[config.mk]
export PLATFORM = sky130hd
export DESIGN_NAME = pending_request_timeout_tracker
export DESIGN_NICKNAME = d
export VERILOG_FILES = /design/src/sv/prtt_pkg.sv /design/src/sv/prtt_ctrl.sv /design/src/sv/prtt_dp.sv /design/src/sv/pending_request_timeout_tracker.sv
export SDC_FILE = /design/constraint.sdc
export NUM_CORES = 2
export LEC_CHECK = 0
export BUFFER_PORTS_ARGS = -buffer_cell sky130_fd_sc_hd__buf_2
export CORE_AREA = 2 2 420 422
export CTS_CLUSTER_SIZE = 14
export DETAILED_ROUTE_END_ITERATION = 6
export DIE_AREA = 0 0 422 424
export PLACE_DENSITY = 0.59
export SLEW_MARGIN = 0
export SYNTH_ARGS = -nofsm -noshare
export SYNTH_HDL_FRONTEND = slang
export SYNTH_SLANG_ARGS = --single-unit
[constraint.sdc]
create_clock -name i_clk -period 6.3 [get_ports i_clk]
set_input_delay 1.26 -clock i_clk [delete_from_list [all_inputs] [get_ports i_clk]]
set_output_delay 1.26 -clock i_clk [all_outputs]
set_load 0.01 [all_outputs]
[src/sv/prtt_pkg.sv]
// Shared types, codes and sizes for the pending request timeout tracker.
package prtt_pkg;

    // Table size and derived widths
    localparam int TABLE_DEPTH = 16;
    localparam int SLOT_W      = (TABLE_DEPTH > 1) ? $clog2(TABLE_DEPTH) : 1;

    // Field widths
    localparam int CMD_W  = 2;
    localparam int TAG_W  = 32;
    localparam int SUB_W  = 16;
    localparam int CODE_W = 16;
    localparam int TIME_W = 32;
    localparam int KIND_W = 3;
    localparam int CFG_IDX_W  = 2;
    localparam int CFG_DATA_W = 32;

    // Register reset values
    localparam logic [TIME_W-1:0] TIMEOUT_RESET  = TIME_W'(3000);
    localparam logic [CODE_W-1:0] REQ_CODE_RESET = '0;

    // Configuration register indexes
    localparam logic [CFG_IDX_W-1:0] CFG_TIMEOUT  = 2'd0;
    localparam logic [CFG_IDX_W-1:0] CFG_REQ_CODE = 2'd1;

    // Input command codes
    localparam logic [CMD_W-1:0] CMD_RECORD   = 2'd0;
    localparam logic [CMD_W-1:0] CMD_RESPONSE = 2'd1;
    localparam logic [CMD_W-1:0] CMD_SWEEP    = 2'd2;
    localparam logic [CMD_W-1:0] CMD_IGNORE   = 2'd3;

    // Result kinds
    localparam logic [KIND_W-1:0] KIND_RECORDED    = 3'd0;
    localparam logic [KIND_W-1:0] KIND_NOT_REQUEST = 3'd1;
    localparam logic [KIND_W-1:0] KIND_FULL        = 3'd2;
    localparam logic [KIND_W-1:0] KIND_MATCHED     = 3'd3;
    localparam logic [KIND_W-1:0] KIND_UNMATCHED   = 3'd4;
    localparam logic [KIND_W-1:0] KIND_EXPIRED     = 3'd5;
    localparam logic [KIND_W-1:0] KIND_DONE        = 3'd6;

    // One stored table entry
    typedef struct packed {
        logic [TAG_W-1:0]  tag;
        logic [SUB_W-1:0]  sub;
        logic [TIME_W-1:0] sent;
    } t_entry;

    // Controller to datapath commands
    typedef struct packed {
        logic              latch;
        logic              exec;
        logic              match_out;
        logic              sweep_rd;
        logic              done_out;
        logic [SLOT_W-1:0] sweep_idx;
    } t_ctrl_cmd;

    // Datapath to controller status
    typedef struct packed {
        logic hit;
    } t_dp_status;

endpackage

[src/sv/prtt_ctrl.sv]
// Controller state machine: sequences lookups, matched reads and table sweeps.
module prtt_ctrl (
    input  logic                    i_clk,
    input  logic                    i_rst_n,
    input  logic                    start,
    input  logic [prtt_pkg::CMD_W-1:0] i_command,
    input  prtt_pkg::t_dp_status    i_status,
    output prtt_pkg::t_ctrl_cmd     o_cmd,
    output logic                    busy
);
    import prtt_pkg::*;

    localparam logic [2:0] ST_IDLE      = 3'd0;
    localparam logic [2:0] ST_EXEC      = 3'd1;
    localparam logic [2:0] ST_MATCH     = 3'd2;
    localparam logic [2:0] ST_SWEEP     = 3'd3;
    localparam logic [2:0] ST_SWEEP_END = 3'd4;
    localparam logic [2:0] ST_DONE      = 3'd5;

    localparam logic [SLOT_W-1:0] LAST_SLOT = SLOT_W'(TABLE_DEPTH - 1);

    logic [2:0]        r_state, n_state;
    logic [SLOT_W-1:0] r_idx, n_idx;
    logic              r_is_resp, n_is_resp;
    logic              accept;

    assign accept = start && (r_state == ST_IDLE);
    assign busy   = (r_state != ST_IDLE);

    // Next state and command decode
    always_comb begin
        n_state   = r_state;
        n_idx     = r_idx;
        n_is_resp = r_is_resp;
        o_cmd     = '0;
        o_cmd.sweep_idx = r_idx;
        case (r_state)
            ST_IDLE: begin
                if (accept) begin
                    o_cmd.latch = 1'b1;
                    n_is_resp   = (i_command == CMD_RESPONSE);
                    n_idx       = '0;
                    case (i_command)
                        CMD_RECORD, CMD_RESPONSE: n_state = ST_EXEC;
                        CMD_SWEEP:                n_state = ST_SWEEP;
                        default:                  n_state = ST_IDLE;
                    endcase
                end
            end
            ST_EXEC: begin
                o_cmd.exec = 1'b1;
                n_state = (r_is_resp && i_status.hit) ? ST_MATCH : ST_IDLE;
            end
            ST_MATCH: begin
                o_cmd.match_out = 1'b1;
                n_state = ST_IDLE;
            end
            ST_SWEEP: begin
                o_cmd.sweep_rd = 1'b1;
                if (r_idx == LAST_SLOT) begin
                    n_state = ST_SWEEP_END;
                end else begin
                    n_idx = r_idx + 1'b1;
                end
            end
            // let the last slot's compare finish before done
            ST_SWEEP_END: begin
                n_state = ST_DONE;
            end
            ST_DONE: begin
                o_cmd.done_out = 1'b1;
                n_state = ST_IDLE;
            end
            default: begin
                n_state = ST_IDLE;
            end
        endcase
    end

    // State registers
    always_ff @(posedge i_clk) begin
        if (!i_rst_n) begin
            r_state   <= ST_IDLE;
            r_idx     <= '0;
            r_is_resp <= 1'b0;
        end else begin
            r_state   <= n_state;
            r_idx     <= n_idx;
            r_is_resp <= n_is_resp;
        end
    end

endmodule

[src/sv/prtt_dp.sv]
// Datapath: config registers, tag lookup, entry memory, expiry compare, result register.
module prtt_dp (
    input  logic                          i_clk,
    input  logic                          i_rst_n,
    input  prtt_pkg::t_ctrl_cmd           i_cmd,
    output prtt_pkg::t_dp_status          o_status,
    input  logic                          i_cfg_we,
    input  logic [prtt_pkg::CFG_IDX_W-1:0]  i_cfg_index,
    input  logic [prtt_pkg::CFG_DATA_W-1:0] i_cfg_data,
    input  logic [prtt_pkg::CMD_W-1:0]    i_command,
    input  logic [prtt_pkg::TAG_W-1:0]    i_tag,
    input  logic [prtt_pkg::SUB_W-1:0]    i_sub_command,
    input  logic [prtt_pkg::CODE_W-1:0]   i_check_code,
    input  logic [prtt_pkg::TIME_W-1:0]   i_now_ms,
    output logic                          o_valid,
    output logic [prtt_pkg::KIND_W-1:0]   o_kind,
    output logic [prtt_pkg::TAG_W-1:0]    o_out_tag,
    output logic [prtt_pkg::SUB_W-1:0]    o_out_sub_command,
    output logic                          o_last
);
    import prtt_pkg::*;

    // Configuration
    logic [TIME_W-1:0] r_timeout;
    logic [CODE_W-1:0] r_req_code;

    // Latched item
    logic [CMD_W-1:0]  r_cmd;
    logic [TAG_W-1:0]  r_tag;
    logic [SUB_W-1:0]  r_sub;
    logic [CODE_W-1:0] r_check;
    logic [TIME_W-1:0] r_now;

    // Table state
    logic [TABLE_DEPTH-1:0] r_valid, n_valid;
    logic [TAG_W-1:0]       r_cam_tag [TABLE_DEPTH];
    t_entry                 mem [TABLE_DEPTH];
    t_entry                 r_rd_data;
    logic                   r_rd_pend;
    logic [SLOT_W-1:0]      r_rd_slot;

    // Lookup
    logic [TABLE_DEPTH-1:0] match_vec;
    logic [SLOT_W-1:0]      hit_slot, free_slot, wr_slot, rd_addr;
    logic                   hit, free_any, code_ok, wr_en, expired;
    logic [TIME_W-1:0]      elapsed;

    // Result register
    logic              r_valid_o, n_valid_o;
    logic [KIND_W-1:0] r_kind, n_kind;
    logic [TAG_W-1:0]  r_otag, n_otag;
    logic [SUB_W-1:0]  r_osub, n_osub;
    logic              r_last, n_last;

    // Write configuration registers
    always_ff @(posedge i_clk) begin
        if (!i_rst_n) begin
            r_timeout  <= TIMEOUT_RESET;
            r_req_code <= REQ_CODE_RESET;
        end else if (i_cfg_we) begin
            if (i_cfg_index == CFG_TIMEOUT) begin
                r_timeout <= i_cfg_data[TIME_W-1:0];
            end
            if (i_cfg_index == CFG_REQ_CODE) begin
                r_req_code <= i_cfg_data[CODE_W-1:0];
            end
        end
    end

    // Hold the accepted item
    always_ff @(posedge i_clk) begin
        if (i_cmd.latch) begin
            r_cmd   <= i_command;
            r_tag   <= i_tag;
            r_sub   <= i_sub_command;
            r_check <= i_check_code;
            r_now   <= i_now_ms;
        end
    end

    // Compare the item tag against every valid slot; pick lowest hit and lowest free slot
    always_comb begin
        hit_slot  = '0;
        free_slot = '0;
        for (int i = TABLE_DEPTH - 1; i >= 0; i--) begin
            match_vec[i] = r_valid[i] && (r_cam_tag[i] == r_tag);
            if (match_vec[i]) begin
                hit_slot = SLOT_W'(i);
            end
            if (!r_valid[i]) begin
                free_slot = SLOT_W'(i);
            end
        end
    end

    assign hit          = |match_vec;
    assign free_any     = ~&r_valid;
    assign code_ok      = (r_check == r_req_code);
    assign wr_en        = i_cmd.exec && (r_cmd == CMD_RECORD) && code_ok && (hit || free_any);
    assign wr_slot      = hit ? hit_slot : free_slot;
    assign rd_addr      = i_cmd.sweep_rd ? i_cmd.sweep_idx : hit_slot;
    assign o_status.hit = hit;

    // Expiry compare on the entry read in the previous cycle
    assign elapsed = r_now - r_rd_data.sent;
    assign expired = r_rd_pend && (elapsed > r_timeout);

    // Entry memory: one write, one registered read
    always_ff @(posedge i_clk) begin
        if (wr_en) begin
            mem[wr_slot] <= '{tag: r_tag, sub: r_sub, sent: r_now};
        end
        r_rd_data <= mem[rd_addr];
    end

    // Tag copies for the parallel lookup
    always_ff @(posedge i_clk) begin
        if (wr_en) begin
            r_cam_tag[wr_slot] <= r_tag;
        end
    end

    // Set on record, drop on match or expiry
    always_comb begin
        n_valid = r_valid;
        if (wr_en) begin
            n_valid[wr_slot] = 1'b1;
        end
        if (i_cmd.exec && (r_cmd == CMD_RESPONSE) && hit) begin
            n_valid[hit_slot] = 1'b0;
        end
        if (expired) begin
            n_valid[r_rd_slot] = 1'b0;
        end
    end

    // Sweep read stage
    always_ff @(posedge i_clk) begin
        if (!i_rst_n) begin
            r_valid   <= '0;
            r_rd_pend <= 1'b0;
        end else begin
            r_valid   <= n_valid;
            r_rd_pend <= i_cmd.sweep_rd && r_valid[i_cmd.sweep_idx];
        end
        r_rd_slot <= i_cmd.sweep_idx;
    end

    // Build the next result; at most one source is active in a cycle
    always_comb begin
        n_valid_o = 1'b0;
        n_kind    = KIND_DONE;
        n_otag    = '0;
        n_osub    = '0;
        n_last    = 1'b1;
        if (i_cmd.exec) begin
            n_otag = r_tag;
            if (r_cmd == CMD_RECORD) begin
                n_valid_o = 1'b1;
                if (!code_ok) begin
                    n_kind = KIND_NOT_REQUEST;
                end else if (hit || free_any) begin
                    n_kind = KIND_RECORDED;
                end else begin
                    n_kind = KIND_FULL;
                end
            end else if (!hit) begin
                n_valid_o = 1'b1;
                n_kind    = KIND_UNMATCHED;
            end
        end else if (i_cmd.match_out) begin
            n_valid_o = 1'b1;
            n_kind    = KIND_MATCHED;
            n_otag    = r_tag;
            n_osub    = r_rd_data.sub;
        end else if (expired) begin
            n_valid_o = 1'b1;
            n_kind    = KIND_EXPIRED;
            n_otag    = r_rd_data.tag;
            n_osub    = r_rd_data.sub;
            n_last    = 1'b0;
        end else if (i_cmd.done_out) begin
            n_valid_o = 1'b1;
        end
    end

    // Result register
    always_ff @(posedge i_clk) begin
        if (!i_rst_n) begin
            r_valid_o <= 1'b0;
        end else begin
            r_valid_o <= n_valid_o;
        end
        r_kind <= n_kind;
        r_otag <= n_otag;
        r_osub <= n_osub;
        r_last <= n_last;
    end

    assign o_valid           = r_valid_o;
    assign o_kind            = r_kind;
    assign o_out_tag         = r_otag;
    assign o_out_sub_command = r_osub;
    assign o_last            = r_last;

endmodule

[src/sv/pending_request_timeout_tracker.sv]
// Top level of the pending request timeout tracker: controller plus datapath.
//
//  channel   handshake                    payload
//  --------  ---------------------------  ---------------------------------------------
//  command   start, busy                  i_command i_tag i_sub_command i_check_code
//                                         i_now_ms
//  result    o_valid (one-cycle strobe)   o_kind o_out_tag o_out_sub_command o_last
//  config    i_cfg_valid, o_cfg_ready     i_cfg_index i_cfg_data
//
// Record and unmatched response: accept, then parallel tag compare; the result is registered
// from the compare state. Matched response adds a state that outputs the entry memory read.
// Sweep: accept, then one slot per cycle through the single memory read port, then end and done states.
// Reset (synchronous, active low) clears all entries and loads the register defaults.
// o_cfg_ready is always high. Results cannot be stalled: each strobe lasts one cycle.
module pending_request_timeout_tracker (
    input  logic                              i_clk,
    input  logic                              i_rst_n,
    input  logic                              start,
    output logic                              busy,
    input  logic [prtt_pkg::CMD_W-1:0]        i_command,
    input  logic [prtt_pkg::TAG_W-1:0]        i_tag,
    input  logic [prtt_pkg::SUB_W-1:0]        i_sub_command,
    input  logic [prtt_pkg::CODE_W-1:0]       i_check_code,
    input  logic [prtt_pkg::TIME_W-1:0]       i_now_ms,
    output logic                              o_valid,
    output logic [prtt_pkg::KIND_W-1:0]       o_kind,
    output logic [prtt_pkg::TAG_W-1:0]        o_out_tag,
    output logic [prtt_pkg::SUB_W-1:0]        o_out_sub_command,
    output logic                              o_last,
    input  logic                              i_cfg_valid,
    output logic                              o_cfg_ready,
    input  logic [prtt_pkg::CFG_IDX_W-1:0]    i_cfg_index,
    input  logic [prtt_pkg::CFG_DATA_W-1:0]   i_cfg_data
);
    import prtt_pkg::*;

    t_ctrl_cmd  ctrl_cmd;
    t_dp_status dp_status;

    assign o_cfg_ready = 1'b1;

    prtt_ctrl u_ctrl (
        .i_clk     (i_clk),
        .i_rst_n   (i_rst_n),
        .start     (start),
        .i_command (i_command),
        .i_status  (dp_status),
        .o_cmd     (ctrl_cmd),
        .busy      (busy)
    );

    prtt_dp u_dp (
        .i_clk             (i_clk),
        .i_rst_n           (i_rst_n),
        .i_cmd             (ctrl_cmd),
        .o_status          (dp_status),
        .i_cfg_we          (i_cfg_valid && o_cfg_ready),
        .i_cfg_index       (i_cfg_index),
        .i_cfg_data        (i_cfg_data),
        .i_command         (i_command),
        .i_tag             (i_tag),
        .i_sub_command     (i_sub_command),
        .i_check_code      (i_check_code),
        .i_now_ms          (i_now_ms),
        .o_valid           (o_valid),
        .o_kind            (o_kind),
        .o_out_tag         (o_out_tag),
        .o_out_sub_command (o_out_sub_command),
        .o_last            (o_last)
    );

    // Only expired entries leave a result that is not the last of its item
    a_nonlast_is_expired: assert property (@(posedge i_clk) disable iff (!i_rst_n)
        o_valid && !o_last |-> o_kind == KIND_EXPIRED)
        else $error("non-final result with kind other than expired");

    // A sweep still owes its done result after any expired result
    a_expired_while_busy: assert property (@(posedge i_clk) disable iff (!i_rst_n)
        o_valid && (o_kind == KIND_EXPIRED) |-> busy)
        else $error("expired result after sweep finished");

    // A command that does work keeps the block busy in the next cycle
    a_busy_after_accept: assert property (@(posedge i_clk) disable iff (!i_rst_n)
        start && !busy && (i_command != CMD_IGNORE) |=> busy)
        else $error("block idle right after accepting a command");

    // Sweep done carries no tag and closes the item
    a_done_clean: assert property (@(posedge i_clk) disable iff (!i_rst_n)
        o_valid && (o_kind == KIND_DONE) |-> (o_out_tag == '0) && o_last)
        else $error("malformed sweep done result");

endmodule

---- After elaboration in Yosys (flattened, before gate mapping) ----
Memories as Yosys holds them, arrays and structs flattened. A register that Yosys moved wholly into a read port is not among the register bits.
Index checks and enable logic that the tools add are counted.
W data, S select, Z words.
storage, ports and cells
  register bits ........................... 228
  word-level logic and storage cells ...... 190
  memories kept ........................... 2
  bits in writable memories ............... 1,792
  bits of input ports ..................... 136
  output and inout bits ................... 55
memory list
  name            words  bits a word  read ports  clocked after Yosys merged registers in  write ports  RTL line       source
  u_dp.mem        16     80           1           1                                        1            prtt_dp.sv:37  t_entry mem [TABLE_DEPTH];
  u_dp.r_cam_tag  16     32           16          0                                        1            prtt_dp.sv:36  logic [TAG_W-1:0] r_cam_tag [TABLE_DEPTH];
cells by class
  bitwise gates (word level) .............. 5
  reduce and logical (&&, ||, !) cells .... 45
  add/sub/neg operators ................... 2
  magnitude comparators ................... 8
  equality and inequality tests ........... 30
  mux-type cells .......................... 80
operators by type and width
  kind                  count
  $eq A32 B32 Y1        16
  $mux W4               36
  $mux W32              3
  $mux W16              5
  $and A16 B16 Y16      2
  $gt A32 B32 Y1        1
  $not A16 Y16          2
  $sub A32 B32 Y32      1
  $logic_and A1 B1 Y1   28
  $lt A4 B5 Y1 const B  4
  $mux W1               19
  $mux W3               6
  $eq A16 B16 Y1        1
  $or A16 B16 Y16       1
  $reduce_and A16 Y1    1
  $reduce_or A16 Y1     1
  $demux W1 S4          3
  $ge A4 B1 Y1 const B  3
  $pmux W3 S4           1
  $mux W2               4
  $pmux W4 S2           1
  $reduce_and A2 Y1     4
  $eq A2 B1 Y1 const B  3
  $eq A3 B2 Y1 const B  2
  17 further kinds      22

---- Longest topological paths before layout ----
An unclocked memory read counts as a cell.
  depth in word-level cells ............... 30
  depth in mapped cells ................... 28
  mapped depth without buffers ............ 27

---- By module ----
From an unflattened synthesis, not the netlist that was laid out.
second synthesis, totals
  cell total of the unflattened synthesis .. 4,917
  area, all modules ....................... 70,490.1 um2
modules (own cells, without submodules)
  module                           instances  area an instance (um2)  sequential area each (um2)  cells an instance
  prtt_dp                          1          70,074.7                45,423.6                    4,866
  prtt_ctrl                        1          404.1                   160.2                       49
  pending_request_timeout_tracker  1          11.3                    0.0                         2

---- Worst setup path before layout ----
OpenSTA, ideal clock, no wires.
  path type ............................... register to register
  start ................................... register u_dp.r_tag[10]
  end ..................................... memory u_dp.mem[10][0] (netlist bit), enable pin
  stages on the path, launching flop included .. 13
  period minus slack after synthesis ...... 6,870 ps
  arrival ................................. 6,350 ps
  setup slack ............................. -570 ps
  data required time ...................... 5,780 ps
  cells stage by stage .................... edfxtp_1 buf_2 xor2_1 nor4_1 nand4_1 or4_1 a211oi_1 o221ai_1 a21oi_1 buf_2 o21ai_1 or2_1 nor2_1
on the way
  longest elaborated chain between the ends .. 19
RTL lines
  item                    RTL line        source
  start, declared         prtt_dp.sv:29   logic [TAG_W-1:0] r_tag;
  start signal, assigned  prtt_dp.sv:74   r_tag <= i_tag;
  $eq A32 B32 Y1          prtt_dp.sv:86   match_vec[i] = r_valid[i] && (r_cam_tag[i] == r_tag);
  $logic_and A1 B1 Y1     prtt_dp.sv:86
  $mux W4 (16 in a row)   prtt_dp.sv:87   if (match_vec[i]) begin
  $mux W4                 prtt_dp.sv:100  assign wr_slot = hit ? hit_slot : free_slot;
  end, declared           prtt_dp.sv:37
Parallel ways exist; a longest one is shown, timed or not.

---- Final worst setup path ----
  start ................................... register u_dp.r_now[0]
  end ..................................... register u_dp.r_valid[7]
on the way
  longest elaborated chain between the ends .. 4
RTL lines
  item                    RTL line        source
  start, declared         prtt_dp.sv:32   logic [TIME_W-1:0] r_now;
  start signal, assigned  prtt_dp.sv:77   r_now <= i_now_ms;
  $sub A32 B32 Y32        prtt_dp.sv:105  assign elapsed = r_now - r_rd_data.sent;
  $gt A32 B32 Y1          prtt_dp.sv:106  assign expired = r_rd_pend && (elapsed > r_timeout);
  $logic_and A1 B1 Y1     prtt_dp.sv:106
  $mux W16                prtt_dp.sv:132  if (expired) begin
  end signal, assigned    prtt_dp.sv:143  r_valid <= n_valid;
  end, declared           prtt_dp.sv:35   logic [TABLE_DEPTH-1:0] r_valid, n_valid;
No other way between the ends.
A chain may end at the register's enable or synchronous reset.

==> results.ini <==
[status]
status = finished clean

[place]
dpl.hpwl_um = 130800
gp_congestion = 0.9185
portBuffers = 189

[sta]
post-route-period-util_pct = 96.15
final_hold_viol_count = 0
tightest_slew_ps = 1072
fin_worst_skew_ps = 39.65
slew_headroom_pct = 28.51
setup_violations = 0
totalNegativeSetupSlack_ps = 0
min_period_ps = 6057
finalMaxSlewViolations = 0
clock.fmax_mhz = 165.1

[synthesis]
synth_most_common_cell = edfxtp_1
syn_avg_cell_area_um2 = 14.83
syn_nets = 4879
synth_flop_cell = edfxtp_1
yosysUniqueCellTypes = 75
ys_seq_area_share_pct = 65.72
yosys_warnings = 0
synthDominantCellAreaShare_pct = 59.65
syn_area_um2 = 69370
yosys.area.top_type = edfxtp_1
netlist_instances = 4678
synth-async-reset-ratio_pct = 0
synthTopCellsByArea = edfxtp_1 60%, mux2i_1 7.0%, dfxtp_1 6.1%
ys_ff_latch = 1588
synth.top_cells.by_count = 1378 x edfxtp_1, 482 x mux2i_1, 436 x xor2_1
synth_edf_count = 1378

[routing]
ant_nets = 0
via_count = 40780
route.detailed.drc = 0
routedWlPerCell_um = 27.20
drt_pass1_iterations = 5
drt_iter0_drc = 4520
via_per_inst = 5.445
wirelength_um = 203700

[global_route]
grt_first_pass_wirelength_um = 289500
antenna_found_initial = 15
grt_max_degree = 80
grt_overflow = 0
grt_util_all_layers_pct = 22.25
first_global_vias = 39877

[floorplanning]
rows = 154
ios = 191
initial_core_util_pct = 39.65
die_x_um = 422
core_area_um2 = 175000
dieArea_um2 = 178900
die_h_um = 424

[critical_path]
path_class = flip-flop to flip-flop
regToRegEndpoint = u_dp.r_valid[7]$_SDFF_PN0_
required_ps = 7010
setup.worst_path.start = u_dp.r_now[0]$_DFFE_PP_
end_kind = flip-flop
cp_max_fo = 13
crit_end = u_dp.r_valid[7]$_SDFF_PN0_
reg2reg_slack_ps = 240
r2r-start = u_dp.r_now[0]$_DFFE_PP_
cp.arrival_ps = 6770
reg2regPathDepth = 27
cp-start-kind = flip-flop

[clocking]
clockBufferDepth = 3
clock_latency_ps = 820
cts.root.buffer_cell = clkbuf_16
htreeDepth = 4
clk_pin_slew_ps = 60
cts_tree = built
clkSinkCount = 1588
ctsHoldBuffers = 0
cts_buffers = 169

[cells_and_area]
post-route-util_pct = 45.55
fill_cells = 15463
area_growth_pct = 14.89
multi_input_area_um2 = 21820
final_layout_size_suffix_gt1_share_pct = 19.62
layout.nets = 5201
regArea_um2 = 45580

[pwr]
p_per_area_nw_per_um2 = 286.3
leakage_uw = 0.02632
fin_total_pwr_uw = 22820
max-vdd-ir-drop_mv = 0.2236

[hold_path]
worst_hold_path_type = flip-flop to flip-flop

[flow_run]
drv_cap = 0

[per-stage QoR]
step                instance area [um^2]  worst slack, ps  std cells  hold WS [ps]
global placement                   74000            97.92       7166         408.7
floorplan                          69400           -570.5       4678         329.0
detailed placement                 74000            150.8       7166         419.2
CTS                                79610            96.64       7484         425.9
finish                             79690            242.6       7489         415.8
global route                       79690           -56.72       7489         429.6
[power by group]
group	switching [uW]	internal, uW	total [uW]
logic	673	337	1010
clock network	4220	5860	10100
registers	161	11600	11700
[cell usage in the layout, fill, tap and decap left out, types with 8 or more instances in the layout]
| master | instances |
|---|---|
| mux2_2 | 303 |
| clkinv_1 | 32 |
| dfxtp_1 | 210 |
| nor3_1 | 24 |
| nor2b_1 | 10 |
| bufinv_16 | 14 |
| clkbuf_16 | 173 |
| xnor2_1 | 123 |
| nor2_1 | 196 |
| buf_4 | 155 |
| nand4_1 | 50 |
| clkbuf_8 | 18 |
| o21ai_0 | 57 |
| clkinv_2 | 21 |
| or4_1 | 8 |
| nor4_1 | 99 |
| a31oi_1 | 13 |
| o22ai_1 | 80 |
| nor2_4 | 17 |
| a21oi_1 | 239 |
| buf_2 | 189 |
| a21o_1 | 26 |
| nand2_1 | 202 |
| xor2_1 | 436 |
| o21bai_1 | 8 |
| inv_1 | 80 |
| mux2_1 | 18 |
| o21a_1 | 25 |
| edfxtp_1 | 1378 |
| and2_1 | 22 |
| a221o_1 | 80 |
| ha_1 | 64 |
| nand3_1 | 36 |
| clkbuf_1 | 44 |
| buf_12 | 65 |
| mux2i_1 | 482 |
| or3_1 | 9 |
| nand2b_1 | 9 |
| o211ai_1 | 12 |
[cell type report]
type / instances / share of cell area [%]
sequential: 1588 / 57.20
tap: 2340 / 3.674
inverter: 83 / 0.3972
clock buffer: 235 / 5.951
multi-input combinational: 2748 / 27.38
antenna: 2 / 0.006280
timing repair buffer: 410 / 4.294
clock inverter: 83 / 1.093
[critical path, stage by stage, from the launching register on]
cell	delay [ps]
edfxtp_1	400
inv_1	80
ha_1	170
inv_1	60
fa_1	390
a21o_1	200
a21o_1	210
a2111oi_2	380
buf_4	190
o21ai_0	180
nand3_1	190
a31oi_1	160
a41oi_2	270
a21boi_1	130
a21o_1	190
a21oi_1	160
xnor2_1	80
ha_1	280
nand4_1	90
nor2_1	150
nand3_1	130
or3_4	440
a31o_2	300
a21oi_4	350
buf_6	270
and3b_1	260
a31oi_1	110
o21a_1	120
[how the worst min path moves through the flow]
stage / from / end / slack [ps] / depth (start not counted)
2_1_floorplan: u_ctrl.r_idx[2]$_SDFFE_PN0P_ / u_dp.r_rd_slot[2]$_DFF_P_ / 330 / 0
3_3_place_gp: u_dp.r_rd_data[47]$_DFF_P_ / u_dp.o_out_sub_command[15]$_SDFF_PP0_ / 410 / 1
3_5_place_dp: u_dp.r_rd_data[44]$_DFF_P_ / u_dp.o_out_sub_command[12]$_SDFF_PP0_ / 420 / 1
4_1_cts: u_dp.r_rd_data[46]$_DFF_P_ / u_dp.o_out_sub_command[14]$_SDFF_PP0_ / 430 / 1
5_1_grt: u_dp.r_rd_data[46]$_DFF_P_ / u_dp.o_out_sub_command[14]$_SDFF_PP0_ / 430 / 1
6_report: u_dp.r_rd_data[46]$_DFF_P_ / u_dp.o_out_sub_command[14]$_SDFF_PP0_ / 420 / 1
[routing by layer]
| metal | track usage, % | wire length, um |
|---|---|---|
| met1 | 30.61 | 87510 |
| met2 | 36.75 | 97830 |
| met3 | 3.183 | 12810 |
| met4 | 6.214 | 5543 |
| met5 | 0 | 13 |
[sequential cells by signal, indices dropped and copies added, names as in the netlist, 2 cells and up]
name                    count
u_dp.r_sub                 16
u_dp.r_timeout             32
u_dp.r_cmd                  2
u_dp.r_valid               16
u_ctrl.r_state              3
u_dp.mem                 1267
u_dp.r_cam_tag             13
u_dp.o_out_sub_command     16
u_dp.o_kind                 3
u_dp.r_rd_data             80
u_dp.r_rd_slot              4
u_dp.r_req_code            16
u_dp.o_out_tag             32
u_ctrl.r_idx                4
u_dp.r_check               16
u_dp.r_tag                 32
u_dp.r_now                 32
[repair_timing]
item / CTS / global route
gates resized for setup: 0 / 11
setup endpoints to repair: 0 / 66
buffers inserted: 0 / 3
[cells by family (layout without fill, tap and decap cells)]
family                   Yosys count  in the layout  share of synthesized area, %
flip-flops                      1588           1588                         65.72
multiplexers                     808            808                         12.33
AND/OR/NAND/NOR                  718            718                         4.962
AO/OA/AOI/OAI                    596            597                         5.577
XOR/XNOR                         559            559                         7.058
buffers and inverters            343            811                         3.169
adder cells (fa/ha/maj)           65             65                         1.183
other                              1              3                      0.005406
Power figures use the tool's default switching activity.
